==> src/hdl/iratc_pkg.sv <==
// iratc_pkg: shared types and constants of the calibration table converter
// no dependencies; used by every file of the block
`default_nettype none
package iratc_pkg;

  localparam int CNT_W  = 16;
  localparam int TEMP_W = 16;
  localparam int CORR_W = 24;
  localparam int QT_W   = 24;
  localparam int OUT_W  = 32;
  localparam int STAT_W = 2;
  localparam int FUNC_W = 2;
  localparam int IDX_W  = 6;
  localparam int PTS_W  = 7;
  localparam int CFG_W  = 16;
  localparam int CFGI_W = 2;
  localparam int SAT_W  = 96;

  localparam logic [FUNC_W-1:0] FUNC_LOAD  = 2'd0;
  localparam logic [FUNC_W-1:0] FUNC_TEMP  = 2'd1;
  localparam logic [FUNC_W-1:0] FUNC_COUNT = 2'd2;

  localparam logic [STAT_W-1:0] STAT_OK    = 2'd0;
  localparam logic [STAT_W-1:0] STAT_BELOW = 2'd1;
  localparam logic [STAT_W-1:0] STAT_ABOVE = 2'd2;
  localparam logic [STAT_W-1:0] STAT_ZERO  = 2'd3;

  localparam logic [CFGI_W-1:0] CFG_BEGIN  = 2'd0;
  localparam logic [CFGI_W-1:0] CFG_TOP    = 2'd1;
  localparam logic [CFGI_W-1:0] CFG_POINTS = 2'd2;

  localparam logic [CNT_W-1:0] RST_BEGIN  = 16'd1000;
  localparam logic [CNT_W-1:0] RST_TOP    = 16'd65535;
  localparam logic [PTS_W-1:0] RST_POINTS = 7'd2;

  typedef enum logic [3:0] {
    S_IDLE, S_TOP_RD, S_SEARCH, S_SEG_LO, S_SEG_HI, S_CHECK,
    S_MUL1, S_DIV1, S_FIX1, S_MUL2, S_DIV2, S_FIX2, S_OUT
  } state_t;

  typedef struct packed {
    logic        [CNT_W-1:0]  count;
    logic signed [TEMP_W-1:0] temp;
    logic signed [CORR_W-1:0] corr;
  } point_t;

  function automatic logic signed [OUT_W-1:0] sat32(input logic signed [SAT_W-1:0] v);
    logic signed [SAT_W-1:0] hi;
    logic signed [SAT_W-1:0] lo;
    hi = SAT_W'(32'sh7fff_ffff);
    lo = -hi - SAT_W'(1);
    if (v > hi) begin
      return 32'sh7fff_ffff;
    end else if (v < lo) begin
      return 32'sh8000_0000;
    end
    return v[OUT_W-1:0];
  endfunction

endpackage
`default_nettype wire

==> src/hdl/iratc_div.sv <==
// iratc_div: signed restoring divider, one quotient bit per cycle, truncating
// depends on iratc_pkg
`default_nettype none
module iratc_div #(
  parameter int NW = 66,
  parameter int DW = 25,
  parameter int CW = $clog2(NW + 1)
) (
  input  wire                  clk,
  input  wire                  rst,
  input  wire                  start,
  input  wire signed [NW-1:0]  num,
  input  wire signed [DW-1:0]  den,
  output logic                 done,
  output logic signed [NW-1:0] quo,
  output logic                 rem_nz
);
  import iratc_pkg::*;

  logic          busy;
  logic [CW-1:0] cnt;
  logic [NW-1:0] q;
  logic [DW-1:0] rem;
  logic [DW-1:0] dmag;
  logic          neg;
  logic [DW:0]   sh;
  logic          ge;
  logic [DW-1:0] rem_next;

  always_comb begin
    sh       = {rem, q[NW-1]};
    ge       = sh >= {1'b0, dmag};
    rem_next = ge ? DW'(sh - {1'b0, dmag}) : DW'(sh);
  end

  always_ff @(posedge clk) begin
    if (rst) begin
      busy <= 1'b0;
      done <= 1'b0;
      cnt  <= '0;
    end else begin
      done <= 1'b0;
      if (start) begin
        busy <= 1'b1;
        cnt  <= CW'(NW);
      end else if (busy) begin
        cnt <= cnt - 1'b1;
        if (cnt == CW'(1)) begin
          busy <= 1'b0;
          done <= 1'b1;
        end
      end
    end
  end

  always_ff @(posedge clk) begin
    if (start) begin
      q    <= num[NW-1] ? NW'(-num) : NW'(num);
      dmag <= den[DW-1] ? DW'(-den) : DW'(den);
      neg  <= num[NW-1] ^ den[DW-1];
      rem  <= '0;
    end else if (busy) begin
      q   <= {q[NW-2:0], ge};
      rem <= rem_next;
    end
  end

  assign quo    = neg ? -signed'(q) : signed'(q);
  assign rem_nz = |rem;

endmodule
`default_nettype wire

==> config.mk <==
export PLATFORM = sky130hd
export DESIGN_NAME = iratc_div
export DESIGN_NICKNAME = d
export VERILOG_FILES = /design/src/hdl/iratc_pkg.sv /design/src/hdl/iratc_div.sv
export SDC_FILE = /design/constraint.sdc
export NUM_CORES = 1
export LEC_CHECK = 0
export ABC_AREA = 1
export BUFFER_PORTS_ARGS = -buffer_cell sky130_fd_sc_hd__buf_4
export CELL_PAD_IN_SITES_DETAIL_PLACEMENT = 1
export CELL_PAD_IN_SITES_GLOBAL_PLACEMENT = 2
export CORE_MARGIN = 2
export CORE_UTILIZATION = 32
export DETAILED_ROUTE_END_ITERATION = 8
export PLACE_DENSITY_LB_ADDON = 0.1
export SETUP_SLACK_MARGIN = 0.02
export SYNTH_ARGS = -nofsm -noshare
export SYNTH_HDL_FRONTEND = slang
export SYNTH_SLANG_ARGS = --single-unit
==> constraint.sdc <==
create_clock -name clk -period 4.2 [get_ports clk]
set_input_delay 0.21 -clock clk [delete_from_list [all_inputs] [get_ports clk]]
set_output_delay 0.21 -clock clk [all_outputs]
set_load 0.05 [all_outputs]
Word level (Yosys, flattened, before mapping):

Index checks and enable logic that the tools add are counted.

* flip-flop bits (word level): 126
* bits in latches: 0
* RAM bits: 0
* bits in read-only memories: 0
* output and inout port bits: 68
* word-level logic and storage cells: 34
* memories kept: 0

* $add $sub $neg: 5
* multiply operators: 0
* divide/modulo/power cells: 0
* order comparisons: 1
* equal/unequal tests: 1
* shift operators: 0
* mux-type cells: 12
* bitwise logic cells: 2
* reductions and logical operators: 4

Operators by type and width (number)
* 2-to-1 mux 66 bit: 4
* negation 66 bit: 2
* >= comparator 26 x 25 -> 1 bit: 1
* 2-to-1 mux 25 bit: 1
* negation 25 bit: 1
* OR reduction 25 bit: 1
* subtractor 25 bit: 1
* 2-to-1 mux 24 bit: 1
* 2-to-1 mux 7 bit: 2
* == test 7 x 1 -> 1 bit (second input constant): 1
* subtractor 7 x 1 -> 7 bit (second input constant): 1
* 2-to-1 mux 1 bit: 4
* OR reduction 3 bit: 1
* nonzero test 2 bit: 1
* OR reduction 2 bit: 1
* inverter 1 bit: 1
* bitwise XOR 1 bit: 1

Depth between registers and ports, before layout:

* depth in word-level cells: 4
* gate-level depth with buffers: 15
* depth with buffers taken out: 15

Worst setup path before layout:

OpenSTA, ideal clock, no wires.

* path kind: input port to flip-flop
* from: input port start
* to: register q[0] (enable)
* arrival: 2596 ps
* data required time: 3744 ps
* path slack: 1148 ps
* stages: 4
* cell sequence: clkbuf_1 nor2_1 inv_1 clkbuf_1

* word-level cells in the longest chain between the ends: 1

RTL lines
* start, declared: line iratc_div.sv:11 `input wire start,`
* nonzero test 2 bit (no line)
* end signal, assigned: line iratc_div.sv:58 `q <= num[NW-1] ? NW'(-num) : NW'(num);`
* end signal, assigned: line iratc_div.sv:63 `q <= {q[NW-2:0], ge};`
* end, declared: line iratc_div.sv:22 `logic [NW-1:0] q;`

Every way passes these cells.
A chain may end at the register's enable or synchronous reset.

Final worst setup path:

* from: register q[0]
* to: output port quo[56]

* word-level cells in the longest chain between the ends: 2

RTL lines
* negation 66 bit: line iratc_div.sv:68 `assign quo = neg ? -signed'(q) : signed'(q);`
* 2-to-1 mux 66 bit: line iratc_div.sv:68
* end, declared: line iratc_div.sv:15 `output logic signed [NW-1:0] quo,`

Every way passes these cells.

==> summary.md <==
| Metric | Value |
|---|---|
| Global-route wire length before repair | 80700 um |
| Clk_skew | 0.00907 ns |
| Total number of vias | 13.6k |
| PostCTS Resize Cnt | 0 |
| Vias in the first global route | 13.5k |
| Setup-failing EPs final | 0 |
| Worst Path Required | 3.99 ns |
| Number of synthesized register bits | 126 |
| Dpl cells | 2665 |
| LEAKAGE | 6.96 nW |
| Worst Reg-to-Reg Cells | 10 |
| Die H | 201 um |
| Hold Slack | 0.0341 ns |
| 1st-iter DRT viols | 1020 |
| Clock power frac | 33.2% |
| Final core occ | 38.4% |
| Yosys warns | 0 |
| Tmin final | 2.93 ns |
| Main flop type after synthesis | edfxtp_1 |
| I/O pin cnt | 162 |
| Synth area leader | edfxtp_1 |
| DR vias/cell | 5.05 |
| GP Congestion | 0.894 |
| Clk Latency, worst-skew pair | 0.43 ns |
| Root buffer cell | clkbuf_16 |
| Post-Syn Area | 0.0124 mm2 |
| Port bufs | 161 |
| Max-slew violations | 0 |
| Final #Nets | 2292 |
| Total negative slack | 0 ns |
| Seq/Total Area, Yosys | 27.7% |
| Detail Route Antenna Nets | 0 |
| Worst setup EP type | output port |
| Hold buffer count at CTS | 1 |
| Total Wirelength | 52400 um |
| Reg area | 0.00344 mm2 |
| EDFF count, synth | 92 |
| Setup Buffers After CTS | 0 |
| First-pass DRT Iterations | 5 |
| DP Area | 0.0141 mm2 |
| Top-area cell type share of the netlist area | 22.3% |
| Count leader, synth | nand2_1 |
| Total GRT Usage | 26.0% |
| Initial antenna violation count | 1 |
| Post-synth ARST share | 0% |
| Hold WC Path Type | in -> reg |
| DIE AREA | 0.0404 mm2 |
| Crit-path max FO | 6 |
| Share of power burned in registers | 32.3% |
| Final period utilization | 69.7% |
| Starting Density | 32.3% |
| Status | completed |
| Switching share of power | 40.0% |
| Post-Syn Instances | 2026 |
| Inserted Diodes | 0 |
| Placement Rows | 72 |
| CP endpoint | quo[56] |
| Netlist cell types | 46 |
| Non-filler cells, final | 2698 |
| Register-to-register setup slack | 1.51 ns |
| Peak VDD IR | 0.000229 V |
| Top post-synthesis cells by area | edfxtp_1 22%, nand2_1 19%, inv_1 9.1%, nor2_1 8.0%, nand3_1 7.3% |
| Maxcap violations | 0 |
| Synth cell count leaders | 643 x nand2_1, 302 x inv_1, 264 x nor2_1 |
| Max-slew headroom | 32.1% |
| Area Overhead vs Synth | 19.0% |
| Htree depth | 4 |
| Fillers | 5166 |
| DR WL/cell | 19.4 um |
| Worst Path Arrival | 2.72 ns |
| RSZ-0062 raised after global routing | false |
| Layout cells sized above 1 | 11.2% |
| CTS clock-pin slew for the worst setup and hold paths | 0.06 ns |
| Worst r2r src | q[65] |
| Synthesized Nets | 2151 |
| Worst-margin pin slew | 1.02 ns |
| Startpoint Class | flop |
| CTS sink count | 126 |
| DR DRC count | 0 |
| Pwr Density | 333 mW/mm2 |
| Power share of the combinational group | 34.5% |
| P_sw | 1.96 mW |
| Kind of critical path | reg -> out |
| Pint | 2.95 mW |
| Bufs on Longest Clock Path | 2 |
| GRT overflow | 0 |
| Crit Reg-Reg Endpoint | q[0] |
| Multi-input gate area | 0.00761 mm2 |
| Fin area | 0.0148 mm2 |
| Syn Area/Cell | 6.13 um2 |
| DPL Wire Length | 43100 um |
| Critical path launch point | q[0] |
| Max Fclk | 0.342 GHz |
| Die W | 201 um |
| Final Hold Viols | 0 |
| TritonCTS clock tree | yes |
| Cts bufs inserted | 17 |
| Largest net degree at the start of global routing | 78 |
| Core area | 0.0385 mm2 |
metrics by stage:
step	power [mW]	setup slack, ns
3_5_place_dp	3.29	1.47
2_1_floorplan	2.65	1.15
3_3_place_gp	3.27	1.53
5_1_grt	5.12	1.07
4_1_cts	4.92	1.28
6_report	4.91	1.27
sequential cells by signal, indices dropped and copies added (netlist names):
signal / count
busy: 1
cnt: 7
dmag: 25
done: 1
neg: 1
q: 66
rem: 25
worst min-delay path by stage:
stage                 from       to  slack [ns]  cells past startpoint
floorplan              rst     busy        0.28                      1
global placement       rst     busy        0.41                      2
detailed placement     rst     busy        0.41                      2
CTS                 den[0]  dmag[0]        0.02                      1
global route        den[0]  dmag[0]        0.01                      1
finish              den[0]  dmag[0]        0.03                      1
area by class of cell:
type / count / area share (%)
Multi-Input combinational cell: 1546 / 51.5
Sequential cell: 126 / 23.3
Timing Repair Buffer: 172 / 8.76
Inverter: 304 / 7.73
Tap cell: 518 / 4.39
Clock buffer: 17 / 2.88
Clock inverter: 15 / 1.41
power by group through the flow:
stage / combinational, mW / clock [mW] / sequential (mW)
6_report: 1.69 / 1.63 / 1.59
3_5_place_dp: 1.68 / 0 / 1.61
2_1_floorplan: 1.09 / 0 / 1.56
4_1_cts: 1.69 / 1.65 / 1.58
3_3_place_gp: 1.66 / 0 / 1.61
5_1_grt: 1.82 / 1.70 / 1.60
critical path, cell delays in order (launching register included):
cell and delay, ns:
edfxtp_1 0.39, inv_1 0.15, ha_1 0.25, nand2_1 0.17, nor2_2 0.33, inv_1 0.07, nor2_1 0.25, nand2_1 0.12
xor2_1 0.15, nand2_1 0.06, o21ai_0 0.10, buf_4 0.23
layout by cell type, fill, tap and decap left out, drive strengths merged, types with 25 or more instances in the layout:
cell type and n:
dfxtp 34, a21oi 26, xor2 96, ha 30, nor2 276, edfxtp 92, buf 171, nand4 83
inv 307, o21ai 107, nor3 25, nand3 189, nand2 650
logic make-up (layout without fill, tap and decap cells):
family	Yosys count	after routing	synth area share [%]
flip-flops	126	126	27.7
AO/OA/AOI/OAI	154	154	6.95
AND/OR/NAND/NOR	1245	1245	43.0
buffers and inverters	354	508	11.0
adder cells (fa/ha/maj)	31	31	3.19
XOR/XNOR	116	116	8.19
routing by layer:
| layer | wire length [um] | up-vias | track usage [%] |
|---|---|---|---|
| met2 | 20500 | 335 | 36.5 |
| met4 | 391 | 0 | 3.89 |
| met1 | 28500 | 6500 | 42.1 |
| li1 | - | 6770 | - |
| met5 | 0 | - | 0 |
| met3 | 3000 | 20 | 3.36 |
Note: power is estimated with default switching activity, not from simulation.
